==> src/rtl/pvd_pkg.sv <==
`timescale 1ns / 1ps
// pvd_pkg: word types and lead/escape byte boundaries for the prefix varint decoder
// no dependencies

package pvd_pkg;

	// encoded stream word
	typedef struct packed {
		logic [7:0] data_byte;
		logic       zigzag_mode;
	} pvd_in_word_t;

	// decoded number word
	typedef struct packed {
		logic signed [63:0] value;
		logic [3:0]         bytes_used;
		logic               reserved_escape;
	} pvd_out_word_t;

	// lead byte boundaries
	localparam logic [7:0] LEAD_NEG   = 8'h80;
	localparam logic [7:0] LEAD_ONE   = 8'hC0;
	localparam logic [7:0] LEAD_TWO   = 8'hE0;
	localparam logic [7:0] LEAD_THREE = 8'hF0;
	localparam logic [7:0] LEAD_FOUR  = 8'hF8;
	localparam logic [7:0] LEAD_FIVE  = 8'hFC;
	localparam logic [7:0] LEAD_SIX   = 8'hFE;
	localparam logic [7:0] LEAD_ESC   = 8'hFF;

	// escape byte boundaries
	localparam logic [7:0] ESC_SIX      = 8'h80;
	localparam logic [7:0] ESC_SEVEN    = 8'hC0;
	localparam logic [7:0] ESC_RESERVED = 8'hE0;

endpackage

==> src/rtl/pvd_chan_if.sv <==
`timescale 1ns / 1ps
// pvd_chan_if: valid/ready channel carrying one word of a given payload type
// no dependencies; payload types come from pvd_pkg at the point of use

interface pvd_chan_if #(
	parameter type payload_t = logic
);
	logic     valid;
	logic     ready;
	payload_t payload;

	modport source (output valid, output payload, input ready);
	modport sink (input valid, input payload, output ready);
endinterface

==> src/rtl/prefix_varint_decoder.sv <==
`timescale 1ns / 1ps
// prefix_varint_decoder: byte-serial decoder of length-prefixed integers, optional zigzag
// depends on pvd_pkg and pvd_chan_if
// a number's result word is registered, valid the cycle after its last byte is accepted
// throughput: one stream byte per cycle, set by the single accumulator update per byte
// the result register parts the sides: a held result stalls the stream only while
// the receiver is not ready, and a byte is taken in the cycle that result leaves
// reset: arst_n clears decoder state and the result valid; a partial number is dropped

module prefix_varint_decoder
	import pvd_pkg::*;
(
	input logic         clk,
	input logic         arst_n,
	pvd_chan_if.sink    stream,
	pvd_chan_if.source  result
);

	// decoder state
	logic [63:0] acc_q;
	logic [3:0]  remaining_q;   // payload bytes to come, zero means lead or escape byte next
	logic [3:0]  taken_q;       // bytes of the current number so far
	logic        esc_q;         // next byte is the escape byte
	logic        mode_q;        // zigzag mode latched at the lead byte

	// result register
	logic          out_valid_q;
	pvd_out_word_t out_word_q;

	// next-state and result of the byte now on the stream
	logic [63:0] acc_d;
	logic [3:0]  remaining_d;
	logic [3:0]  taken_d;
	logic        esc_d;
	logic        mode_d;
	logic        emit;
	logic        reserved;
	logic [63:0] raw;
	logic [63:0] mapped;
	logic [7:0]  b;
	logic        accept;

	assign b = stream.payload.data_byte;

	// a held result blocks the stream only until it is taken
	assign stream.ready = !out_valid_q || result.ready;
	assign accept       = stream.valid && stream.ready;

	always_comb begin
		acc_d       = acc_q;
		remaining_d = remaining_q;
		taken_d     = taken_q;
		esc_d       = esc_q;
		mode_d      = mode_q;
		emit        = 1'b0;
		reserved    = 1'b0;
		raw         = '0;

		if (esc_q) begin
			// escape byte selects the long forms or the reserved escape
			esc_d   = 1'b0;
			taken_d = 4'd2;
			if (b < ESC_SIX) begin
				acc_d       = {57'd0, b[6:0]};
				remaining_d = 4'd6;
			end else if (b < ESC_SEVEN) begin
				acc_d       = {58'd0, b[5:0]};
				remaining_d = 4'd7;
			end else if (b < ESC_RESERVED) begin
				acc_d       = '0;
				remaining_d = 4'd8;
			end else begin
				// reserved escape: all ones, flagged
				emit     = 1'b1;
				reserved = 1'b1;
				raw      = '1;
			end
		end else if (remaining_q != 4'd0) begin
			// payload byte shifts in big-endian
			acc_d       = {acc_q[55:0], b};
			taken_d     = taken_q + 4'd1;
			remaining_d = remaining_q - 4'd1;
			if (remaining_q == 4'd1) begin
				emit = 1'b1;
				raw  = {acc_q[55:0], b};
			end
		end else begin
			// lead byte
			mode_d  = stream.payload.zigzag_mode;
			taken_d = 4'd1;
			if (b < LEAD_NEG) begin
				emit = 1'b1;
				raw  = {56'd0, b};
			end else if (b < LEAD_ONE) begin
				emit = 1'b1;
				raw  = 64'd0 - {58'd0, b[5:0]};
			end else if (b < LEAD_TWO) begin
				acc_d       = {59'd0, b[4:0]};
				remaining_d = 4'd1;
			end else if (b < LEAD_THREE) begin
				acc_d       = {60'd0, b[3:0]};
				remaining_d = 4'd2;
			end else if (b < LEAD_FOUR) begin
				acc_d       = {61'd0, b[2:0]};
				remaining_d = 4'd3;
			end else if (b < LEAD_FIVE) begin
				acc_d       = {62'd0, b[1:0]};
				remaining_d = 4'd4;
			end else if (b < LEAD_SIX) begin
				acc_d       = {63'd0, b[0]};
				remaining_d = 4'd5;
			end else if (b < LEAD_ESC) begin
				acc_d       = '0;
				remaining_d = 4'd6;
			end else begin
				acc_d = '0;
				esc_d = 1'b1;
			end
		end

		// a completed number clears the decoder for the next lead byte
		if (emit) begin
			acc_d       = '0;
			remaining_d = 4'd0;
			esc_d       = 1'b0;
		end

		// zigzag: logical shift right, xor with the sign taken from bit zero
		mapped = mode_d ? ({1'b0, raw[63:1]} ^ {64{raw[0]}}) : raw;
	end

	always_ff @(posedge clk or negedge arst_n) begin
		if (!arst_n) begin
			acc_q       <= '0;
			remaining_q <= '0;
			taken_q     <= '0;
			esc_q       <= 1'b0;
			mode_q      <= 1'b0;
			out_valid_q <= 1'b0;
		end else begin
			if (accept) begin
				acc_q       <= acc_d;
				remaining_q <= remaining_d;
				taken_q     <= taken_d;
				esc_q       <= esc_d;
				mode_q      <= mode_d;
			end
			if (accept && emit) begin
				out_valid_q <= 1'b1;
			end else if (result.ready) begin
				out_valid_q <= 1'b0;
			end
		end
	end

	// result payload, no reset needed
	always_ff @(posedge clk) begin
		if (accept && emit) begin
			out_word_q.value           <= mapped;
			out_word_q.bytes_used      <= taken_d;
			out_word_q.reserved_escape <= reserved;
		end
	end

	assign result.valid   = out_valid_q;
	assign result.payload = out_word_q;

	// waiting for the escape byte means no payload is pending
	a_esc_no_payload: assert property (@(posedge clk) disable iff (!arst_n)
		esc_q |-> (remaining_q == 4'd0))
		else $error("escape pending with payload bytes outstanding");

	// never more than eight payload bytes outstanding
	a_remaining_range: assert property (@(posedge clk) disable iff (!arst_n)
		remaining_q <= 4'd8)
		else $error("payload count out of range");

	// a reserved escape always spans the lead and escape bytes
	a_reserved_len: assert property (@(posedge clk) disable iff (!arst_n)
		(out_valid_q && out_word_q.reserved_escape) |-> (out_word_q.bytes_used == 4'd2))
		else $error("reserved escape with wrong length");

	// a number that completes is reported in the next cycle
	a_emit_valid: assert property (@(posedge clk) disable iff (!arst_n)
		(accept && emit) |=> out_valid_q)
		else $error("completed number not reported");

endmodule

==> src/flat_wrapper.sv <==
// flat-port wrapper written by rule: the top's interface ports become plain ports
module prefix_varint_decoder_flat import pvd_pkg::*;
  (clk, arst_n, stream_valid, stream_payload, stream_ready, result_valid, result_payload, result_ready);
  pvd_chan_if #(.payload_t(pvd_in_word_t)) stream_i ();
  pvd_chan_if #(.payload_t(pvd_out_word_t)) result_i ();
  input logic clk;
  input logic arst_n;
  input wire logic [$bits(stream_i.valid)-1:0] stream_valid;
  input wire logic [$bits(stream_i.payload)-1:0] stream_payload;
  output wire logic [$bits(stream_i.ready)-1:0] stream_ready;
  output wire logic [$bits(result_i.valid)-1:0] result_valid;
  output wire logic [$bits(result_i.payload)-1:0] result_payload;
  input wire logic [$bits(result_i.ready)-1:0] result_ready;
  assign stream_i.valid = stream_valid;
  assign stream_i.payload = stream_payload;
  assign stream_ready = stream_i.ready;
  assign result_valid = result_i.valid;
  assign result_payload = result_i.payload;
  assign result_i.ready = result_ready;
  prefix_varint_decoder u_core (.clk(clk), .arst_n(arst_n), .stream(stream_i), .result(result_i));
endmodule
==> config.mk <==
export PLATFORM = sky130hd
export DESIGN_NAME = prefix_varint_decoder_flat
export DESIGN_NICKNAME = d
export VERILOG_FILES = /design/src/rtl/pvd_pkg.sv /design/src/rtl/pvd_chan_if.sv /design/src/rtl/prefix_varint_decoder.sv /design/src/flat_wrapper.sv
export SDC_FILE = /design/constraint.sdc
export NUM_CORES = 1
export LEC_CHECK = 0
export ABC_AREA = 1
export BUFFER_PORTS_ARGS = -buffer_cell sky130_fd_sc_hd__buf_2
export CORE_UTILIZATION = 54
export CTS_CLUSTER_SIZE = 20
export DETAILED_ROUTE_END_ITERATION = 6
export GPL_TIMING_DRIVEN = 0
export PLACE_DENSITY = 0.8
export SYNTH_ARGS = -nofsm -noshare
export SYNTH_HDL_FRONTEND = slang
export SYNTH_SLANG_ARGS = --single-unit
==> constraint.sdc <==
create_clock -name clk -period 4.4 [get_ports clk]
set_input_delay 0.22 -clock clk [delete_from_list [all_inputs] [get_ports clk]]
set_output_delay 0.22 -clock clk [all_outputs]
set_load 0.005 [all_outputs]
# == Yosys cells after proc, flatten, opt, wreduce, memory -nomap -nowiden ==
# Index checks and enable logic that the tools add are counted.
# word_totals
register_bits,136
latch_bits,0
mem_bits_rw,0
rom_bits,0
in_bits,13
output_inout_bits,71
word_cells,95
mem_count,0
# op_classes
add_sub_neg,3
mul,0
n_div,0
n_lt_le_gt_ge,8
eq_ne,4
n_shift,0
n_mux,61
bitwise,1
n_reduce_logical,9
# op_table
operator,n
56-bit two-way mux,11
64-bit two-way mux,9
8-bit less-than comparator (second input constant),8
4-bit two-way mux,16
63-bit by 64-bit XOR with 64-bit output,1
1-bit two-way mux,24
10-bit nonzero test,1
4-bit by 1-bit != test with 1-bit output (second input constant),2
1-bit by 6-bit subtractor with 7-bit output (first input constant),1
5-bit != test (second input constant),1
5-bit AND reduction,1
4-bit by 1-bit adder with 4-bit output (second input constant),1
4-bit by 1-bit equality test with 1-bit output (second input constant),1
4-bit AND reduction,1
4-bit nonzero test,1
4-bit by 1-bit subtractor with 4-bit output (second input constant),1
1-bit logical AND,2
2-bit two-way mux,1
2-bit nonzero test,1
1-bit logical NOT,1
1-bit logical OR,1

# == Longest topological paths before layout ==
# Gate-level depths: netlist (run 1).
# logic_depth
word_depth,12
mapped_depth,13

# == Worst setup path after synthesis (run 1) ==
# No wires, ideal clock.
# synth_timing
path_type,register -> register
startpoint,reg u_core.remaining_q[0]
endpoint,"reg u_core.out_word_q, in the netlist u_core.result.payload[0], enable pin"
setup_time_ps,496
arrival_ps,4002
required_ps,3904
slack_ps,-98
path_stages_with_launch,8
period_less_slack_ps,4498
path_cell_list,dfrtp_1 -> inv_1 -> ha_1 -> inv_1 -> nand3_2 -> nand3_2 -> nand2_2 -> nor2_1
# synth_via
elab_chain_cells,5
# synth_lines
item,line_no,source
"start, declared",prefix_varint_decoder.sv:21,logic [3:0] remaining_q;
"start signal, assigned",prefix_varint_decoder.sv:143,remaining_q <= remaining_d;
4-bit by 1-bit equality test with 1-bit output,prefix_varint_decoder.sv:83,if (remaining_q == 4'd1) begin
1-bit two-way mux,prefix_varint_decoder.sv:83,
1-bit two-way mux (*),prefix_varint_decoder.sv:78,end else if (remaining_q != 4'd0) begin
1-bit two-way mux (*),prefix_varint_decoder.sv:59,if (esc_q) begin
1-bit logical AND (*),prefix_varint_decoder.sv:158,if (accept && emit) begin
"end, declared",prefix_varint_decoder.sv:28,pvd_out_word_t out_word_q;
# Mark *: on every way between the ends. The rest lies on a longest branch, timed or not.
# A chain may end at the register's enable or synchronous reset.

# == Final worst setup path (run 1) ==
# layout_timing
startpoint,reg u_core.remaining_q[0]
endpoint,"reg u_core.out_word_q, in the netlist u_core.result.payload[35] (data pin)"
# layout_via
elab_chain_cells,6
# layout_lines
item,line_no,source
4-bit by 1-bit equality test with 1-bit output,prefix_varint_decoder.sv:83,
64-bit two-way mux,prefix_varint_decoder.sv:83,
64-bit two-way mux,prefix_varint_decoder.sv:78,
64-bit two-way mux,prefix_varint_decoder.sv:59,
63-bit by 64-bit XOR with 64-bit output,prefix_varint_decoder.sv:129,"mapped = mode_d ? ({1'b0, raw[63:1]} ^ {64{raw[0]}}) : raw;"
64-bit two-way mux (*),prefix_varint_decoder.sv:129,
via u_core.mapped[30],prefix_varint_decoder.sv:39,logic [63:0] mapped;
# The timed path passes the listed nets; every way through them passes the cells marked *.

==> results of run 1 <==
-- routing by layer --
| layer | wire length, um | global-route usage | up-vias |
|---|---|---|---|
| li1 | - | - | 3378 |
| met1 | 9270 | 0.441 | 3398 |
| met2 | 10000 | 0.489 | 471 |
| met3 | 2190 | 0.0736 | 94 |
| met4 | 1270 | 0.188 | 0 |
| met5 | 0 | 0 | - |
-- power groups by stage --
stage          clock network (mW)  registers (mW)  logic, mW
3_5_place_dp                    0            2.14       3.07
4_1_cts                      1.40            2.12       3.10
3_3_place_gp                    0            2.15       2.98
2_1_floorplan                   0            2.09       2.07
6_report                     1.39            2.13       3.19
5_1_grt                      1.46            2.16       3.47
-- worst max-delay path, cell delays in order (launching register included) --
cell	delay (ns)
dfrtp_1	0.43
inv_1	0.07
ha_1	0.30
nand2_2	0.20
nor2_4	0.07
nand2_1	0.06
nand2_1	0.06
nand2_2	0.17
buf_2	0.28
nand2_1	0.12
o21ai_0	0.47
nand2_1	0.10
-- cell families after synthesis --
family                   count (synthesis)  synth area share
flip-flops                             136             0.496
AO/OA/AOI/OAI                          106            0.0811
adder cells (fa/ha/maj)                  5           0.00827
AND/OR/NAND/NOR                        580             0.339
XOR/XNOR                                 2           0.00232
buffers and inverters                  117            0.0733
-- layout make-up --
class / count / area [um^2] / area share
buffer: 64 / 353 / 0.0399
clock buffer: 25 / 518 / 0.0586
clock inverter: 7 / 62.6 / 0.00708
inverter: 53 / 201 / 0.0228
multi-input combinational: 693 / 3270 / 0.370
sequential: 136 / 3750 / 0.424
tap: 176 / 220 / 0.0249
timing repair buffer: 84 / 465 / 0.0527
-- worst max path at each step --
stage,slack (ns),depth (start not counted),end
after CTS,1.98,11,u_core.result.payload[35]
after detailed placement,2.00,11,u_core.result.payload[35]
final,1.79,11,u_core.result.payload[35]
after floorplan,1.06,7,u_core.result.payload[0]
after global routing,1.69,11,u_core.result.payload[35]
after global placement,0.13,7,u_core.result.payload[44]
-- flip-flops by register name, summed over array words and instances, names as in the netlist --
signal	count
u_core.remaining_q	4
u_core.result.valid	1
u_core.taken_q	4
u_core.result.payload	69
u_core.mode_q	1
u_core.acc_q	56
u_core.esc_q	1
-- placed cells by master (no fill, tap or decap), types with 7 or more instances in the layout --
| cell | netlist | routed |
|---|---|---|
| a21oi_1 | 13 | 13 |
| buf_2 | 36 | 116 |
| buf_4 | 6 | 7 |
| clkbuf_1 | 11 | 15 |
| clkbuf_16 | 0 | 19 |
| dfrtp_1 | 67 | 67 |
| edfxtp_1 | 69 | 69 |
| inv_1 | 45 | 45 |
| inv_2 | 7 | 7 |
| nand2_1 | 354 | 354 |
| nand3_1 | 148 | 148 |
| nand3_2 | 16 | 16 |
| nor2_1 | 40 | 39 |
| o21ai_0 | 37 | 37 |
| o21ai_1 | 12 | 12 |
| o22ai_1 | 21 | 21 |
| o31ai_1 | 19 | 19 |
==> flow_metrics.env, run 1 <==
export IMPL_cts_root_buf="clkbuf_16"
export IMPL_p_int_mw=3.73
export IMPL_synth_yosys_seq_area_share=0.496
export IMPL_hold_viol_final=0
export IMPL_leakage_nw=4.28
export IMPL_total_power_mw=6.71
export IMPL_cp_start_kind="flip-flop"
export IMPL_fill_cells=1163
export IMPL_design_area_um2=8840
export IMPL_drc=0
export IMPL_crit_type="reg -> reg"
export IMPL_die_w_um=120
export IMPL_stdcell_count=1238
export IMPL_ys_ff_latch=136
export IMPL_clock_power_share=0.207
export IMPL_min_to="u_core.result.valid"
export IMPL_async_flop_share=0.493
export IMPL_synth_edf_count=69
export IMPL_ctsHoldBuffers=1
export IMPL_critPathLaunch="u_core.remaining_q[0]"
export IMPL_setup_tns_final_ns=0
export IMPL_pre_cts_ws_ns=2.00
export IMPL_ys_top_cells_by_area="edfxtp_1, dfrtp_1, nand2_1"
export IMPL_post_cts_buffers=0
export IMPL_grt_pass1_vias=6587
export IMPL_cap_violations=0
export IMPL_end_kind="flip-flop"
export IMPL_syn_area_um2=7560
export IMPL_clock_sinks=136
export IMPL_reg2reg_slack_ns=1.79
export IMPL_dr_pass1_iters=6
export IMPL_die_h_um=120
export IMPL_placed_cells_incl_taps=1205
export IMPL_rows=42
export IMPL_ys_types=33
export IMPL_cts_tree="yes"
export IMPL_r2r_start="u_core.remaining_q[0]"
export IMPL_cts_inserted_buffers=17
export IMPL_p_sw_frac=0.445
export IMPL_post_drt_wl_per_cell_um=18.4
export IMPL_synth_nets=964
export IMPL_synthCells=946
export IMPL_gp_congestion=0.945
export IMPL_grt_use_total=0.328
export IMPL_grt_ovfl_total=0
export IMPL_nets=1067
export IMPL_drt_iter0_drc=840
export IMPL_rr_worst_depth=11
export IMPL_die_area_um2=14500
export IMPL_finClkSkew_ns=0.00663
export IMPL_area_growth_pct=16.8
export IMPL_p_sw_mw=2.98
export IMPL_grt_setup_unrepaired="false"
export IMPL_finalWorstSetupSlack_ns=1.79
export IMPL_relSlewSlack=0.441
export IMPL_h_tree_depth=4
export IMPL_sequentialPowerShare=0.318
export IMPL_power_frac_comb=0.475
export IMPL_holdWs_ns=0.114
export IMPL_setup_viol=0
export IMPL_grt_pass1_wl_um=35500
export IMPL_place_area_um2=8250
export IMPL_hold_path_class="in -> reg"
export IMPL_synth_ff_type="edfxtp_1"
export IMPL_clockBufferDepth=2
export IMPL_vias=7341
export IMPL_synth_most_common_cell="nand2_1"
export IMPL_io_pins=84
export IMPL_initial_core_util=0.562
export IMPL_critPathArrivalTime_ns=2.76
export IMPL_min_from="result_ready"
export IMPL_required_ns=4.55
export IMPL_drt_total_wl_um=22700
export IMPL_diodes=0
export IMPL_status="finished clean"
export IMPL_dp_final_hpwl_um=16600
export IMPL_r2r_end="u_core.result.payload[35]"
export IMPL_grt_max_degree=68
export IMPL_min_path_cells=4
export IMPL_period_minus_slack_ns=2.61
export IMPL_cts_resized=0
export IMPL_fin_util=0.657
export IMPL_synth_top_area_cell="edfxtp_1"
export IMPL_antenna_found_initial=0
export IMPL_clk_latency_ns=0.43
export IMPL_tightest_slew_ns=0.838
export IMPL_syn_area_per_cell_um2=7.99
export IMPL_synth_top_cells_by_count="nand2_1, nand3_1, edfxtp_1"
export IMPL_ys_warn_count=0
export IMPL_min_period_over_period=0.592
export IMPL_max_freq_ghz=0.384
export IMPL_path_clk_slew_ns=0.06
export IMPL_max_vdd_ir_drop_mv=0.387
export IMPL_cellPowerDensity_nw_per_um2=760
export IMPL_port_buffers=81
export IMPL_yosysTopAreaCellShare=0.274
export IMPL_drive_gt1_frac=0.185
export IMPL_vias_per_cell=5.93
export IMPL_critPathMaxFanout=10
export IMPL_slew_violations=0
export IMPL_core_area_um2=13500
export IMPL_drtAntennaViolNets=0
Power figures use the tool's default switching activity.
==> run 2: changes to the inputs <==
--- a/config.mk
+++ b/config.mk
@@ -11,7 +11,7 @@
 export CTS_CLUSTER_SIZE = 20
 export DETAILED_ROUTE_END_ITERATION = 6
 export GPL_TIMING_DRIVEN = 0
-export PLACE_DENSITY = 0.8
+export PLACE_DENSITY = 0.77
 export SYNTH_ARGS = -nofsm -noshare
 export SYNTH_HDL_FRONTEND = slang
 export SYNTH_SLANG_ARGS = --single-unit
==> constraint.sdc (replaced) <==
create_clock -name clk -period 2.4 [get_ports clk]
set_input_delay 0.12 -clock clk [delete_from_list [all_inputs] [get_ports clk]]
set_output_delay 0.12 -clock clk [all_outputs]
set_load 0.005 [all_outputs]
==> flow_metrics.env, run 2 (synthesized netlist as in run 1, its figures left out) <==
export IMPL_status="finished clean"
export IMPL_clockBufferDepth=2
export IMPL_cts_tree="yes"
export IMPL_met3_usage=0.0656
export IMPL_multi_input_area_um2=3310
export IMPL_cellPowerDensity_nw_per_um2=1420
export IMPL_end_kind="flip-flop"
export IMPL_tightest_slew_ns=0.836
export IMPL_min_path_cells=4
export IMPL_antenna_found_initial=0
export IMPL_drt_total_wl_um=23100
export IMPL_rr_worst_depth=11
export IMPL_die_w_um=120
export IMPL_post_drt_wl_per_cell_um=18.6
export IMPL_r2r_start="u_core.remaining_q[0]"
export IMPL_holdWs_ns=0.0198
export IMPL_drt_iter0_drc=834
export IMPL_seq_area_um2=3750
export IMPL_cts_root_buf="clkbuf_16"
export IMPL_grt_max_degree=68
export IMPL_cap_violations=0
export IMPL_path_cells="inv_2 -> ha_4 -> nand2_2 -> nor2_4 -> nand2_1 -> nand2_1 -> nand2_2 -> buf_2 -> nand2_1 -> o21ai_0 -> nand2_1"
export IMPL_initial_core_util=0.562
export IMPL_port_buffers=81
export IMPL_die_h_um=120
export IMPL_final_cell_mix="nand2_1, nand3_1, buf_2"
export IMPL_fill_cells=1165
export IMPL_crit_top_cell="nand2_1"
export IMPL_grt_pass1_vias=6649
export IMPL_io_pins=84
export IMPL_min_to="u_core.result.valid"
export IMPL_drive_gt1_frac=0.196
export IMPL_vias_per_cell=5.86
export IMPL_dr_pass1_iters=7
export IMPL_area_growth_pct=18.3
export IMPL_diodes=0
export IMPL_period_minus_slack_ns=2.34
export IMPL_slowest_delay_ns=0.48
export IMPL_grt_pass1_wl_um=36100
export IMPL_min_from="result_ready"
export IMPL_drc=0
export IMPL_max_vdd_ir_drop_mv=0.729
export IMPL_core_area_um2=13500
export IMPL_largest_reg_flops=69
export IMPL_slowest_stage="dfrtp_1"
export IMPL_total_power_mw=12.7
export IMPL_crit_type="reg -> reg"
export IMPL_cts_inserted_buffers=17
export IMPL_cp_top_family="simple AND/OR/NAND/NOR gates"
export IMPL_grt_busiest_layer="met2"
export IMPL_reg2reg_slack_ns=0.06
export IMPL_drtAntennaViolNets=0
export IMPL_cp_start_kind="flip-flop"
export IMPL_hold_viol_final=0
export IMPL_r2r_end="u_core.result.payload[35]"
export IMPL_die_area_um2=14500
export IMPL_vias=7255
export IMPL_critPathArrivalTime_ns=2.51
export IMPL_slew_violations=0
export IMPL_max_freq_ghz=0.428
export IMPL_grt_ovfl_total=0
export IMPL_clock_sinks=136
export IMPL_critPathMaxFanout=10
export IMPL_layout_commonest_cell="nand2_1"
export IMPL_grt_use_met1=0.464
export IMPL_dp_final_hpwl_um=16800
export IMPL_required_ns=2.57
export IMPL_met2_usage=0.494
export IMPL_clk_latency_ns=0.44
export IMPL_grt_use_total=0.334
export IMPL_nets=1068
export IMPL_gp_congestion=0.946
export IMPL_hold_path_class="in -> reg"
export IMPL_path_clk_slew_ns=0.06
export IMPL_relSlewSlack=0.443
export IMPL_setup_viol=0
export IMPL_leakage_nw=4.32
export IMPL_worstPathBufferInverterCount=2
export IMPL_h_tree_depth=4
export IMPL_grt_setup_unrepaired="false"
export IMPL_finClkSkew_ns=0.0104
export IMPL_min_period_over_period=0.973
export IMPL_rows=42
-- run 2: changes by cell type in the layout (fill, tap and decap cells not counted), sizes merged --
| cell | change |
|---|---|
| inv | +4 |
| clkbuf | -3 |
| bufinv | +1 |
| clkinv | -1 |
| clkinvlp | -1 |
| nor2 | +1 |
-- run 2: metal layers --
| layer | share of wire | up-vias |
|---|---|---|
| li1 | - | 3378 |
| met1 | 0.42 | 3382 |
| met2 | 0.43 | 415 |
| met3 | 0.099 | 80 |
| met4 | 0.050 | 0 |
| met5 | 0 | - |
-- run 2: tightest hold or removal path, stage by stage --
cell and delay, ns:
buf_2 0.10, inv_1 0.04, nand2_1 0.06, o21ai_0 0.08
-- run 2: what timing repair did --
| item | CTS | global route |
|---|---|---|
| cloned | 1 | 0 |
| pin swaps | 1 | 0 |
| hold endpoints to repair | 67 | 0 |
| gates resized for setup | 0 | 6 |
| hold buffers | 1 | 0 |
| setup buffers | 0 | 1 |
| endpoints found under the setup margin | 66 | 62 |
-- run 2: stage by stage --
stage | setup TNS, ns | worst slack (ns) | util | std cells | cell area, um^2
floorplan | -4.95 | -0.0717 | - | 946 | 7590
global placement | -42.35 | -0.618 | 0.611 | 1203 | 8220
detailed placement | -8.21 | -0.235 | 0.613 | 1204 | 8240
CTS | 0 | 0.0301 | 0.662 | 1238 | 8910
global route | 0 | 0.00644 | 0.665 | 1239 | 8940
finish | 0 | 0.0636 | 0.665 | 1239 | 8940
-- run 2: where the power goes --
part | total [mW] | internal (mW) | leakage, nW | switching, mW
Sequential | 3.92 | 3.46 | 1.56 | 0.455
Clock | 2.83 | 1.78 | 0.323 | 1.04
Combinational | 5.94 | 1.82 | 2.44 | 4.12
Total | 12.7 | 7.06 | 4.32 | 5.62
-- run 2: worst max-delay path by stage --
stage,cells past startpoint,from,endpoint
CTS,7,u_core.remaining_q[0],u_core.result.payload[58]
global route,11,u_core.remaining_q[0],u_core.result.payload[35]
detailed placement,8,u_core.remaining_q[0],u_core.result.payload[9]
global placement,6,u_core.remaining_q[3],u_core.result.payload[37]
floorplan,7,u_core.remaining_q[0],u_core.result.payload[0]
finish,11,u_core.remaining_q[0],u_core.result.payload[35]
-- run 2: layout make-up --
type	instances	area share
sequential	136	0.419
multi-input combinational	694	0.370
clock buffer	22	0.0590
timing repair buffer	84	0.0512
buffer	64	0.0397
tap	176	0.0246
inverter	53	0.0225
clock inverter	10	0.0139
